==> src/sv/tdlb_pkg.sv <==
// ----------------------------------------------------------------------------
// tdlb_pkg
// Types, constants and the segment table of the two-digit LED multiplexer.
// ----------------------------------------------------------------------------
`default_nettype none

package tdlb_pkg;

  localparam int unsigned TIME_W     = 7;
  localparam int unsigned SEG_W      = 8;
  localparam int unsigned CNT_W      = 3;
  localparam int unsigned DIGIT_W    = 4;
  localparam int unsigned IN_DATA_W  = 16;
  localparam int unsigned OUT_DATA_W = 16;

  localparam logic [TIME_W-1:0] TIME_MAX      = 7'd99;
  localparam logic [SEG_W-1:0]  KEEP_MASK     = 8'h10;
  localparam logic [CNT_W-1:0]  BLINK_SECONDS = 3'd6;

  // divide by ten for values up to 99: (t * 205) >> 11
  localparam logic [7:0] DIV10_MUL   = 8'd205;
  localparam int unsigned DIV10_SHIFT = 11;

  typedef struct packed {
    logic              power_sense;
    logic              key_pressed;
    logic              tilt_disable;
    logic              blink_mode;
    logic              second_tick;
    logic [TIME_W-1:0] time_value;
  } in_item_t;

  typedef struct packed {
    logic             clear_idle_count;
    logic             start_timer;
    logic             blink_done;
    logic             fan_on;
    logic             relay_on;
    logic             units_enable_n;
    logic             tens_enable_n;
    logic [SEG_W-1:0] segment_code;
  } result_t;

  typedef struct packed {
    logic             digit_phase;
    logic             display_lit;
    logic [CNT_W-1:0] blink_count;
    logic             relay_level;
    logic             fan_level;
    logic [SEG_W-1:0] held_segments;
  } state_t;

  function automatic logic [SEG_W-1:0] seg_lookup(input logic [DIGIT_W-1:0] digit);
    logic [SEG_W-1:0] code;
    case (digit)
      4'd0:    code = 8'h80;
      4'd1:    code = 8'hE9;
      4'd2:    code = 8'h44;
      4'd3:    code = 8'h60;
      4'd4:    code = 8'h29;
      4'd5:    code = 8'h22;
      4'd6:    code = 8'h02;
      4'd7:    code = 8'hE8;
      4'd8:    code = 8'h00;
      4'd9:    code = 8'h20;
      default: code = 8'h00;
    endcase
    return code;
  endfunction

endpackage

`default_nettype wire

==> src/sv/tdlb_step.sv <==
// ----------------------------------------------------------------------------
// tdlb_step
// One refresh tick: digit select, segment code, blink and start sequencing.
// ----------------------------------------------------------------------------
`default_nettype none

module tdlb_step (
  input  var tdlb_pkg::in_item_t item_i,
  input  var tdlb_pkg::state_t   state_i,
  output tdlb_pkg::state_t       state_o,
  output tdlb_pkg::result_t      result_o
);

  logic [tdlb_pkg::TIME_W-1:0]  t_sat;
  logic [14:0]                  prod;
  logic [tdlb_pkg::DIGIT_W-1:0] tens;
  logic [tdlb_pkg::DIGIT_W-1:0] units;
  logic [tdlb_pkg::DIGIT_W-1:0] digit;
  logic [tdlb_pkg::CNT_W-1:0]   cnt_inc;
  logic [tdlb_pkg::TIME_W-1:0]  tens_x10;
  logic                         phase_n;

  assign t_sat    = (item_i.time_value > tdlb_pkg::TIME_MAX) ? tdlb_pkg::TIME_MAX
                                                             : item_i.time_value;
  assign prod     = 15'(t_sat) * 15'(tdlb_pkg::DIV10_MUL);
  assign tens     = tdlb_pkg::DIGIT_W'(prod >> tdlb_pkg::DIV10_SHIFT);
  assign tens_x10 = tdlb_pkg::TIME_W'({tens, 3'b000}) + tdlb_pkg::TIME_W'({tens, 1'b0});
  assign units    = tdlb_pkg::DIGIT_W'(t_sat - tens_x10);
  assign phase_n  = ~state_i.digit_phase;
  assign digit    = phase_n ? tens : units;
  assign cnt_inc  = state_i.blink_count + 3'd1;

  always_comb begin
    state_o  = state_i;
    result_o = '0;
    result_o.tens_enable_n  = 1'b1;
    result_o.units_enable_n = 1'b1;
    state_o.digit_phase = phase_n;

    if (state_i.display_lit) begin
      state_o.held_segments = (state_i.held_segments & tdlb_pkg::KEEP_MASK)
                              | tdlb_pkg::seg_lookup(digit);
      if (phase_n) begin
        result_o.tens_enable_n = 1'b0;
      end else begin
        result_o.units_enable_n = 1'b0;
      end
    end

    if (item_i.second_tick && item_i.blink_mode) begin
      state_o.display_lit = ~state_i.display_lit;
      if (!item_i.tilt_disable) begin
        if (item_i.key_pressed) begin
          state_o.display_lit       = 1'b1;
          result_o.clear_idle_count = 1'b1;
        end else if (t_sat != '0) begin
          if (cnt_inc == tdlb_pkg::BLINK_SECONDS) begin
            state_o.blink_count  = '0;
            state_o.display_lit  = 1'b1;
            result_o.blink_done  = 1'b1;
            result_o.start_timer = 1'b1;
            if (item_i.power_sense) begin
              state_o.relay_level = 1'b1;
              state_o.fan_level   = 1'b1;
            end
          end else begin
            state_o.blink_count = cnt_inc;
          end
        end
      end
    end

    if (item_i.tilt_disable || t_sat == '0) begin
      state_o.relay_level = 1'b0;
    end

    result_o.segment_code = state_o.held_segments;
    result_o.relay_on     = state_o.relay_level;
    result_o.fan_on       = state_o.fan_level;
  end

endmodule

`default_nettype wire

==> src/sv/two_digit_led_mux_with_blink_start.sv <==
// ----------------------------------------------------------------------------
// two_digit_led_mux_with_blink_start
// Two-digit seven-segment multiplexer with a blink-to-start sequence.
// ----------------------------------------------------------------------------
// Usage:
//   Each input beat on the s_axis side is one display refresh tick carrying
//   the time value and the status flags (tick, blink, tilt, key, power).
//   Each beat yields exactly one output beat on m_axis: segment code, the
//   two active-low digit selects, relay and fan levels, and the
//   blink_done / start_timer / clear_idle_count pulses.
//   Path: input register, then result register, to the output beat.
//   Throughput: one beat per cycle while m_axis_tready is high, set by the
//   combinational step logic that reads and updates the display state.
//   Reset: all state (digit phase, lit flag, blink count, relay, fan, held
//   segments) clears to zero and both channels come up empty.
//   Stall: while a result waits and m_axis_tready is low, it holds; the input
//   register still takes one more beat, after which s_axis_tready drops.
// ----------------------------------------------------------------------------
`default_nettype none

module two_digit_led_mux_with_blink_start (
  input  wire         clk_i,
  input  wire         rst_ni,
  input  wire         s_axis_tvalid,
  output logic        s_axis_tready,
  // [6:0] time_value, [7] second_tick, [8] blink_mode, [9] tilt_disable,
  // [10] key_pressed, [11] power_sense, [15:12] unused
  input  wire  [15:0] s_axis_tdata,
  output logic        m_axis_tvalid,
  input  wire         m_axis_tready,
  // [7:0] segment_code, [8] tens_enable_n, [9] units_enable_n, [10] relay_on,
  // [11] fan_on, [12] blink_done, [13] start_timer, [14] clear_idle_count,
  // [15] zero
  output logic [15:0] m_axis_tdata
);

  tdlb_pkg::in_item_t in_q;
  logic               in_valid_q;
  tdlb_pkg::result_t  out_q;
  logic               out_valid_q;
  tdlb_pkg::state_t   state_q;
  tdlb_pkg::state_t   state_d;
  tdlb_pkg::result_t  result_d;
  logic               advance;
  logic               s_take;

  // stage moves when it holds a beat and the result slot is free or draining
  assign advance       = in_valid_q && (!out_valid_q || m_axis_tready);
  assign s_axis_tready = !in_valid_q || advance;
  assign s_take        = s_axis_tvalid && s_axis_tready;

  tdlb_step u_step (
    .item_i   (in_q),
    .state_i  (state_q),
    .state_o  (state_d),
    .result_o (result_d)
  );

  always_ff @(posedge clk_i or negedge rst_ni) begin
    if (!rst_ni) begin
      in_valid_q  <= 1'b0;
      out_valid_q <= 1'b0;
      state_q     <= '0;
    end else begin
      if (s_take) begin
        in_valid_q <= 1'b1;
      end else if (advance) begin
        in_valid_q <= 1'b0;
      end
      if (advance) begin
        out_valid_q <= 1'b1;
        state_q     <= state_d;
      end else if (m_axis_tready) begin
        out_valid_q <= 1'b0;
      end
    end
  end

  // payload registers, no reset needed
  always_ff @(posedge clk_i) begin
    if (s_take) begin
      in_q <= tdlb_pkg::in_item_t'(s_axis_tdata[11:0]);
    end
    if (advance) begin
      out_q <= result_d;
    end
  end

  assign m_axis_tvalid = out_valid_q;
  assign m_axis_tdata  = {1'b0, out_q};

  // never both digits selected at once
  a_one_digit: assert property (@(posedge clk_i) disable iff (!rst_ni)
    out_valid_q |-> (out_q.tens_enable_n || out_q.units_enable_n))
    else $error("both digit selects active");

  // end of blink sequence always starts the timer
  a_done_start: assert property (@(posedge clk_i) disable iff (!rst_ni)
    out_valid_q |-> (out_q.blink_done == out_q.start_timer))
    else $error("blink_done and start_timer disagree");

  // relay only ever switched on together with the fan
  a_relay_fan: assert property (@(posedge clk_i) disable iff (!rst_ni)
    state_q.relay_level |-> state_q.fan_level)
    else $error("relay on without fan");

  // a dark display yields a result with both selects off
  a_dark_blank: assert property (@(posedge clk_i) disable iff (!rst_ni)
    (advance && !state_q.display_lit) |=>
      (out_q.tens_enable_n && out_q.units_enable_n))
    else $error("digit selected while display blanked");

  // key clear and blink completion are exclusive
  a_key_vs_done: assert property (@(posedge clk_i) disable iff (!rst_ni)
    out_valid_q |-> !(out_q.clear_idle_count && out_q.blink_done))
    else $error("key clear and blink done together");

endmodule

`default_nettype wire
==> config.mk <==
export PLATFORM = sky130hd
export DESIGN_NAME = two_digit_led_mux_with_blink_start
export DESIGN_NICKNAME = d
export VERILOG_FILES = /design/src/sv/tdlb_pkg.sv /design/src/sv/tdlb_step.sv /design/src/sv/two_digit_led_mux_with_blink_start.sv
export SDC_FILE = /design/constraint.sdc
export NUM_CORES = 1
export LEC_CHECK = 0
export BUFFER_PORTS_ARGS = -buffer_cell sky130_fd_sc_hd__buf_4
export CORE_MARGIN = 2
export CORE_UTILIZATION = 60
export CTS_CLUSTER_DIAMETER = 60
export DETAILED_ROUTE_END_ITERATION = 8
export PLACE_DENSITY = 0.82
export SLEW_MARGIN = 20
export SYNTH_ARGS = -nofsm -noshare
export SYNTH_HDL_FRONTEND = slang
export SYNTH_SLANG_ARGS = --single-unit
export TNS_END_PERCENT = 50
==> constraint.sdc <==
create_clock -name clk_i -period 8.36 [get_ports clk_i]
set_input_delay 1.672 -clock clk_i [delete_from_list [all_inputs] [get_ports clk_i]]
set_output_delay 1.672 -clock clk_i [all_outputs]
set_load 0.05 [all_outputs]
==> results of run 1 <==
==> metrics by stage <==
step	instances	setup slack (ns)	instance area, um2
floorplan	290	2.85	3060
global placement	377	2.17	3320
detailed placement	377	2.04	3320
CTS	385	1.98	3400
global route	385	1.50	3400
finish	385	1.90	3400
==> cells in the final DEF (no fill, tap or decap), types with 3 or more instances in the layout <==
cell type	instances
edfxtp_1	25
ha_1	44
buf_4	31
nand2b_1	5
inv_1	28
dfrtp_1	16
mux2i_1	3
xor2_1	4
a31oi_1	3
o31ai_1	8
fa_1	8
nor2_1	10
nor2b_1	4
nand2_1	32
o2111ai_1	4
a21oi_1	9
and2_1	4
clkbuf_8	5
nand3_1	5
nor3_1	3
o211ai_1	6
o21ai_0	9
xnor2_1	6
a211oi_1	3
==> sequential cells by signal, indices dropped and copies added (netlist names) <==
register and flops:
in_valid_q 1, state_q 14, m_axis_tvalid 1, in_q 12
m_axis_tdata 13
==> kinds of logic after synthesis <==
group / count (synthesis) / share of synthesized area (%)
compound gates: 65 / 16.5
xor+xnor: 11 / 3.39
fa+ha+maj: 52 / 23.2
buf+inv: 40 / 5.60
flops: 41 / 37.6
mux: 4 / 1.35
other cells: 1 / 0.123
simple gates: 75 / 12.2
==> layout make-up <==
cell class / count / area, um2
clock buffers: 5 / 68.8
repair buffers: 31 / 233
clock inverters: 3 / 17.5
inverters: 29 / 109
multi-input cells: 209 / 1740
well taps: 67 / 83.8
fillers: 376 / 1410
flip-flops and latches: 41 / 1150
==> worst min path at each step <==
stage	from	to	slack [ns]	cells past startpoint
3_5_place_dp	state_q[8]	state_q[8]	0.45	1
5_1_grt	state_q[8]	state_q[8]	0.49	1
3_3_place_gp	state_q[8]	state_q[8]	0.45	1
2_1_floorplan	state_q[8]	state_q[8]	0.43	1
6_report	state_q[8]	state_q[8]	0.47	1
4_1_cts	state_q[8]	state_q[8]	0.48	1
==> power by group <==
| group | switching, mW | internal, mW |
|---|---|---|
| clock network | 0.0674 | 0.0576 |
| registers | 0.0370 | 0.273 |
| logic | 0.410 | 0.243 |
| total | 0.514 | 0.574 |
==> synth_stat cells (3+ instances only) <==
library cell / count
ha_1: 44
nand2b_1: 5
nor3_1: 3
o2111ai_1: 4
o21ai_0: 9
xnor2_1: 6
nand2_1: 32
nand3_1: 5
a21oi_1: 9
nor2_1: 10
dfrtp_1: 16
mux2i_1: 3
o31ai_1: 8
nor2b_1: 4
edfxtp_1: 25
fa_1: 8
clkbuf_1: 5
buf_4: 3
xor2_1: 4
a211oi_1: 3
inv_1: 28
and2_1: 4
a31oi_1: 3
o211ai_1: 6
==> per-layer routing <==
metal  vias to the layer above  global-route usage (%)  routed length, um  share of wire [%]
met5                         -                       0                  0                  0
met4                         0                    8.58                 82                1.4
met3                        11                    4.89                236                4.1
met2                        62                    38.8               2880                 50
met1                      1067                    29.6               2590                 45
li1                       1093                       -                  -                  -
==> run_results.csv, run 1 <==
group,metric,value,unit
status,outcome,"finished clean",
global_routing,grt_pass1_wl,9.80,mm
floorplan,dieArea,5690,um2
critical_path,worst-path-max-fanout,12,
floorplan,rows,25,
timing,drv_slew,0,
finish,layout.nets,389,
pwr,p_total,1.09,mW
global_routing,antenna_found_initial,0,
cts,cts_resized,0,
yosys,yosysSeqAreaShare,37.6,%
critical_path,reg2reg_from,"in_q[2]",
yosys,yosysWarnings,0,
critical_path,arrival,6.52,ns
finish,synthToLayoutAreaGrowth,11.2,%
routing,post_drt_wl_per_cell,15.0,um
timing,grt_setup_unrepaired,"no",
global_routing,grt_use_total,23.2,%
routing,vias_per_cell,5.80,
yosys,synth_edf_count,25,
routing,route.detailed.drc,0,
yosys,synthTopCellsByArea,"edfxtp_1 25%, ha_1 18%, dfrtp_1 13%",
routing,vias,2233,
finish,drive_above_1_share,16.4,%
cts,insertion_delay,0.30,ns
timing,finalCriticalPeriod,6.46,ns
critical_path,cp.depth,22,
finish,num_antenna_cells,0,
yosys,synth-seq-cells,41,
timing,fin_hold_ws,0.470,ns
routing,drt_iter0_markers,126,
yosys,ys.flop_type,"edfxtp_1",
finish,finalCoreUtilization,70.7,%
cts,cts_max_path_buffers,2,
cts,htree_num_levels,2,
yosys,synth_cells,289,
global_routing,grt_max_degree,18,
flow_run,maxCapViolCount,0,
cts,cts_tree,"yes",
timing,fmaxAchievable,155,MHz
floorplan,die_h,75.4,um
floorplan,io_pins,38,
yosys,async_reset_ff_share,39.0,%
critical_path,cpMostUsedCell,"ha_1",
floorplan,start_util,63.5,%
critical_path,max_stage_delay,0.48,ns
yosys,synth_top_area_share,24.5,%
critical_path,r2r_slack,1.90,ns
cts,cts_sinks,41,
yosys,synth.distinct_cells,58,
pwr,p_per_area,320,nW/um2
routing,drtAntennaViolNets,0,
critical_path,crit_end,"m_axis_tdata[1]",
yosys,synth_area_per_cell,10.6,um2
pwr,peakVddDrop,145,uV
critical_path,crit_path_start_kind,"flop",
floorplan,core-area,4820,um2
timing,worst_pin_slew,0.633,ns
cts,path_clk_slew,0.08,ns
cts,clockRootBuffer,"clkbuf_8",
worst_hold_path,hold_path.class,"flop to flop",
critical_path,worstPathRequired,8.41,ns
timing,fin_crit_sh,77.3,%
pwr,power_leakage,1.60,nW
placed_design,place_congestion,0.886,
timing,finalHoldViolCount,0,
critical_path,cp_slowest_cell,"o41ai_1",
critical_path,crit_chain,"o311a_1, nor2_1, inv_1, ha_1, inv_1, fa_1, inv_1, fa_1, ha_1, ha_1, a21oi_1, nand2_1, o41ai_2, nor2b_1, xnor2_1, ha_1, xnor2_1, xnor2_1, xor2_1, xor2_2, a21boi_4, o41ai_1",
critical_path,cp_top_family,"adder cells",
global_routing,grt_pass1_vias,2246,
placed_design,numPortBuffers,31,
cts,holdBufCountCts,0,
critical_path,startpoint,"in_q[2]",
cts,numCtsBuffers,5,
yosys,syn_area,3060,um2
timing,fin_tns_setup,0,ns
critical_path,criticalPathCategory,"flop to flop",
cts,cts_setup_buffers,0,
routing,dr.pass1.iters,4,
critical_path,worstReg2RegEnd,"m_axis_tdata[1]",
routing,drt-total-wl,5.79,mm
timing,finalClockSkew,0.00604,ns
critical_path,crit_buf_inv,3,
floorplan,die_x,75.4,um
global_routing,gr-total-overflow,0,
placed_design,dpl.hpwl,4.60,mm
critical_path,reg2reg_depth,22,
timing,relSlewSlack,57.8,%
yosys,synth_top_cell_by_area,"edfxtp_1",
timing,finalSetupViolations,0,
critical_path,worstSetupEndpointType,"flop",
Note: power is estimated with default switching activity, not from simulation.
==> run 2, diff against run 1 <==
--- a/config.mk
+++ b/config.mk
@@ -7,10 +7,10 @@
 export LEC_CHECK = 0
 export BUFFER_PORTS_ARGS = -buffer_cell sky130_fd_sc_hd__buf_4
 export CORE_MARGIN = 2
-export CORE_UTILIZATION = 60
+export CORE_UTILIZATION = 53
 export CTS_CLUSTER_DIAMETER = 60
 export DETAILED_ROUTE_END_ITERATION = 8
-export PLACE_DENSITY = 0.82
+export PLACE_DENSITY = 0.77
 export SLEW_MARGIN = 20
 export SYNTH_ARGS = -nofsm -noshare
 export SYNTH_HDL_FRONTEND = slang
==> constraint.sdc (replaced) <==
create_clock -name clk_i -period 5.5 [get_ports clk_i]
set_input_delay 1.1 -clock clk_i [delete_from_list [all_inputs] [get_ports clk_i]]
set_output_delay 1.1 -clock clk_i [all_outputs]
set_load 0.05 [all_outputs]
==> run_results.csv, run 2 (synthesis results as in run 1) <==
group,metric,value,unit
finish,layout_common_cells,"55 x buf_4, 38 x ha_1, 31 x nand2_1, 25 x inv_1, 25 x edfxtp_1",
finish,layout_commonest_cell,"buf_4",
floorplan,io_pins,38,
finish,synthToLayoutAreaGrowth,24.1,%
global_routing,gr-total-overflow,0,
routing,dr.pass1.iters,4,
pwr,p_total,2.00,mW
timing,worst_pin_slew,0.638,ns
routing,drtAntennaViolNets,0,
floorplan,start_util,55.2,%
global_routing,grt_use_total,20.7,%
timing,fin_tns_setup,0,ns
floorplan,rows,27,
timing,finalHoldViolCount,0,
timing,drv_slew,0,
global_routing,grt_max_degree,18,
flow_run,maxCapViolCount,0,
routing,drt_iter0_markers,165,
global_routing,grt_pass1_wl,10.4,mm
routing,post_drt_wl_per_cell,15.8,um
routing,drt-total-wl,6.57,mm
cts,numCtsBuffers,5,
worst_hold_path,min_from,"state_q[8]",
timing,relSlewSlack,57.4,%
cts,insertion_delay,0.29,ns
floorplan,core-area,5540,um2
global_routing,grt_pass1_vias,2397,
critical_path,worstPathRequired,5.53,ns
timing,finalSetupViolations,0,
critical_path,reg2reg_from,"in_q[4]",
timing,finalCriticalPeriod,5.48,ns
floorplan,die_x,80.0,um
cts,clockRootBuffer,"clkbuf_8",
critical_path,arrival,5.51,ns
worst_hold_path,hold_path.class,"flop to flop",
cts,cts_sinks,41,
pwr,peakVddDrop,308,uV
finish,num-fill-cells,406,
critical_path,worstSetupEndpointType,"flop",
cts,cts_max_path_buffers,2,
placed_design,numPortBuffers,31,
finish,top_register,"state_q",
routing,vias_per_cell,5.67,
finish,num_antenna_cells,0,
floorplan,die_h,80.0,um
critical_path,worst-path-max-fanout,3,
status,outcome,"finished clean",
cts,htree_num_levels,2,
routing,vias,2351,
floorplan,dieArea,6400,um2
global_routing,antenna_found_initial,0,
timing,grt_setup_unrepaired,"yes",
finish,largest_reg_flops,14,
timing,fin_crit_sh,99.6,%
timing,finalClockSkew,0.00746,ns
placed_design,place_congestion,0.860,
critical_path,startpoint,"in_q[4]",
cts,path_clk_slew,0.08,ns
timing,fmaxAchievable,182,MHz
routing,route.detailed.drc,0,
timing,fin_hold_ws,0.488,ns
finish,layout.nets,414,
finish,drive_above_1_share,28.9,%
placed_design,dpl.hpwl,4.72,mm
cts,cts_tree,"yes",
pwr,power_leakage,1.78,nW
critical_path,crit_path_start_kind,"flop",
critical_path,criticalPathCategory,"flop to flop",
pwr,p_per_area,527,nW/um2
==> run 2: cell count changes in the layout (fill, tap and decap cells not counted), moves of 3 or more <==
cell     before  now
o31ai_1       8    5
inv_2         0    3
xnor2_2       0    3
xnor2_1       6    3
ha_4          0    5
inv_1        28   25
ha_1         44   38
buf_4        31   55
o31ai_2       0    3
==> run 2: timing repair <==
item,4_1_cts,5_1_grt
gates resized for setup,4,22
setup buffers,2,4
hold buffers,0,0
endpoints found under the hold margin,0,0
endpoints found under the setup margin,10,14
pin swaps,1,21
==> run 2: final timing paths <==
| path | endpoint | slack, ns | cells after the start |
|---|---|---|---|
| worst max-delay path | m_axis_tdata[5] | 0.02 | 25 |
| worst min-delay path | state_q[8] | 0.49 | 1 |
| worst max register to register | m_axis_tdata[5] | 0.02 | 25 |
| worst min register to register | state_q[8] | 0.49 | 1 |
| max in group asynchronous | state_q[14] | 4.65 | 1 |
| min in group asynchronous | state_q[6] | 0.66 | 1 |
==> run 2: critical path: stages (launching register included) <==
cell and delay (ns):
edfxtp_1 0.40, o311a_1 0.40, nor2_2 0.14, inv_2 0.06, ha_4 0.27, ha_4 0.12
inv_2 0.04, fa_2 0.35, inv_2 0.07, fa_1 0.45, ha_4 0.24, and3_4 0.16
a41o_1 0.25, o41ai_2 0.37, nor2b_4 0.26, xnor2_2 0.08, ha_2 0.19, xnor2_2 0.20
xnor2_2 0.11, xor2_2 0.16, buf_4 0.17, xor2_4 0.19, buf_4 0.14, buf_4 0.13
o2111ai_1 0.11, nand3_1 0.14
==> run 2: cell type report <==
cell class              instances  area (um2)  share of cell area [%]
clock buffers                   6        72.6                    1.91
clock inverters                 2        38.8                    1.02
inverters                      29         109                    2.87
multi-input cells             209        1900                    50.1
flip-flops and latches         41        1150                    30.3
well taps                      72        90.1                    2.37
repair buffers                 56         433                    11.4
==> run 2: where the power goes <==
part	switching (mW)	internal [mW]
clock	0.108	0.136
sequential	0.0584	0.415
combinational	0.733	0.552
total	0.900	1.10
==> run 2: through the flow <==
stage	utilization, %	cells	cell area (um2)	worst slack [ns]
3_3_place_gp	63.0	402	3490	0.0224
3_5_place_dp	63.0	402	3490	-0.0701
5_1_grt	68.6	415	3800	-0.213
2_1_floorplan	-	290	3070	0.0637
4_1_cts	65.7	412	3640	0.0332
6_report	68.6	415	3800	0.0203
==> run 2: metal layers <==
metal	part of all wire [%]	vias to the layer above	global-route usage [%]
met5	0	-	0
met4	0.87	0	4.24
met3	3.9	9	4.30
met2	52	74	36.2
met1	43	1122	26.4
li1	-	1146	-
==> run 3, diff against run 2 <==
--- a/config.mk
+++ b/config.mk
@@ -7,10 +7,11 @@
 export LEC_CHECK = 0
 export BUFFER_PORTS_ARGS = -buffer_cell sky130_fd_sc_hd__buf_4
 export CORE_MARGIN = 2
-export CORE_UTILIZATION = 53
+export CORE_UTILIZATION = 45
 export CTS_CLUSTER_DIAMETER = 60
 export DETAILED_ROUTE_END_ITERATION = 8
-export PLACE_DENSITY = 0.77
+export PLACE_DENSITY = 0.67
+export REMOVE_ABC_BUFFERS = 1
 export SLEW_MARGIN = 20
 export SYNTH_ARGS = -nofsm -noshare
 export SYNTH_HDL_FRONTEND = slang
==> run_results.csv, run 3 (synthesis results as in run 1) <==
group,metric,value,unit
routing,drt-total-wl,6.12,mm
timing,fin_tns_setup,0,ns
status,outcome,"finished clean",
cts,path_clk_slew,0.08,ns
critical_path,reg2reg_from,"in_q[4]",
floorplan,dieArea,7480,um2
timing,finalCriticalPeriod,5.39,ns
finish,final_area,3840,um2
finish,layout_commonest_cell,"buf_4",
global_routing,antenna_found_initial,0,
timing,finalClockSkew,0.00956,ns
pwr,combPwrFrac,63.3,%
cts,insertion_delay,0.30,ns
finish,largest_reg_flops,14,
finish,layout.nets,421,
finish,drive_above_1_share,30.3,%
placed_design,place_congestion,0.907,
cts,cts_tree,"yes",
critical_path,worstPathRequired,5.53,ns
global_routing,grt_pass1_vias,2278,
global_routing,grt_pass1_wl,10.0,mm
floorplan,rows,30,
routing,post_drt_wl_per_cell,14.2,um
routing,drt_iter0_markers,124,
floorplan,start_util,45.8,%
global_routing,grt_max_degree,18,
floorplan,io_pins,38,
floorplan,die_x,86.5,um
cts,clockRootBuffer,"clkbuf_8",
pwr,p_seq_share,24.3,%
placed_design,numPortBuffers,31,
floorplan,core-area,6680,um2
pwr,power_leakage,1.81,nW
timing,relSlewSlack,57.4,%
cts,cts_sinks,41,
critical_path,worst-path-max-fanout,6,
floorplan,die_h,86.5,um
critical_path,crit_path_start_kind,"flop",
timing,finalSetupViolations,0,
cts,htree_num_levels,2,
worst_hold_path,hold_path.class,"flop to flop",
pwr,peakVddDrop,179,uV
pwr,p_sw,0.864,mW
finish,synthToLayoutAreaGrowth,25.4,%
timing,finalHoldViolCount,0,
global_routing,grt_use_total,16.7,%
routing,route.detailed.drc,0,
timing,worst_pin_slew,0.639,ns
finish,num_antenna_cells,0,
critical_path,startpoint,"in_q[4]",
finish,multiInputGateArea,1900,um2
pwr,p_per_area,506,nW/um2
timing,fmaxAchievable,185,MHz
finish,top_register,"state_q",
pwr,pwr-share-clk,12.4,%
worst_hold_path,min_from,"state_q[8]",
placed_design,dpl.hpwl,4.72,mm
finish,final_cell_count_no_fill,430,
routing,vias_per_cell,5.45,
critical_path,worstSetupEndpointType,"flop",
placed_design,dpl.cell_count,414,
placed_design,dp_slack,-0.0589,ns
flow_run,maxCapViolCount,0,
critical_path,r2r_slack,0.11,ns
finish,num-fill-cells,568,
pwr,p_total,1.94,mW
routing,drtAntennaViolNets,0,
pwr,switching_share,44.5,%
pwr,internal_power,1.08,mW
cts,numCtsBuffers,5,
routing,dr.pass1.iters,4,
finish,layout_common_cells,"61 x buf_4, 40 x ha_1, 31 x nand2_1, 26 x inv_1, 25 x edfxtp_1",
timing,fin_crit_sh,98.0,%
global_routing,gr-total-overflow,0,
timing,grt_setup_unrepaired,"yes",
timing,layout_setup_ws,0.109,ns
critical_path,arrival,5.42,ns
placed_design,placed_area,3510,um2
finish,register_area,1150,um2
critical_path,criticalPathCategory,"flop to flop",
cts,cts_max_path_buffers,2,
routing,vias,2345,
timing,drv_slew,0,
[run 3: repair_timing]
action	4_1_cts	5_1_grt
endpoints found under the setup margin	3	14
gates cloned	0	1
gates resized for setup	2	24
hold buffers	0	0
setup buffers	0	7
pin swaps	2	20
[run 3: final cells by class]
class                      instances  area share (%)
sequential                        41            30.0
tap                               80            2.61
multi-input combinational        210            49.4
timing repair buffer              62            12.2
inverter                          29            2.84
clock inverter                     2            1.01
clock buffer                       6            1.89
[run 3: critical path, stage by stage (launching register included)]
cell	delay, ns
edfxtp_1	0.39
o311a_1	0.39
nor2_2	0.17
inv_2	0.07
ha_4	0.27
inv_1	0.05
fa_1	0.35
inv_1	0.08
fa_1	0.42
ha_1	0.36
ha_4	0.28
buf_4	0.14
a31oi_1	0.19
a31oi_2	0.14
o41ai_4	0.08
nor2b_4	0.23
xnor2_2	0.07
ha_2	0.20
xnor2_2	0.13
xnor2_1	0.19
xor2_1	0.30
xor2_2	0.12
buf_6	0.14
a21boi_4	0.28
o31ai_1	0.10
[run 3: layer usage]
metal,track usage [%],vias to the layer above,share of wire (%)
li1,-,1165,-
met1,22.1,1121,45
met2,28.5,49,50
met3,3.24,10,4.3
met4,3.55,0,0.90
met5,0,-,0
[run 3: power by group through the flow]
stage	logic [mW]	registers (mW)	clock network, mW
finish	1.23	0.472	0.242
global route	1.36	0.482	0.256
CTS	1.08	0.467	0.246
detailed placement	1.06	0.473	0
global placement	1.04	0.470	0
floorplan	0.662	0.563	0
[run 3: final timing paths]
kind | endpoint | cells after the start
max in group asynchronous | state_q[14] | 1
min in group asynchronous | state_q[7] | 1
worst max-delay path | m_axis_tdata[6] | 24
worst max register to register | m_axis_tdata[6] | 24
worst min register to register | state_q[8] | 1
worst min-delay path | state_q[8] | 1
[run 3: stage by stage]
step	utilization [%]	hold slack [ns]
2_1_floorplan	-	0.434
3_3_place_gp	52.6	0.453
3_5_place_dp	52.6	0.462
4_1_cts	54.4	0.484
5_1_grt	57.4	0.497
6_report	57.4	0.478
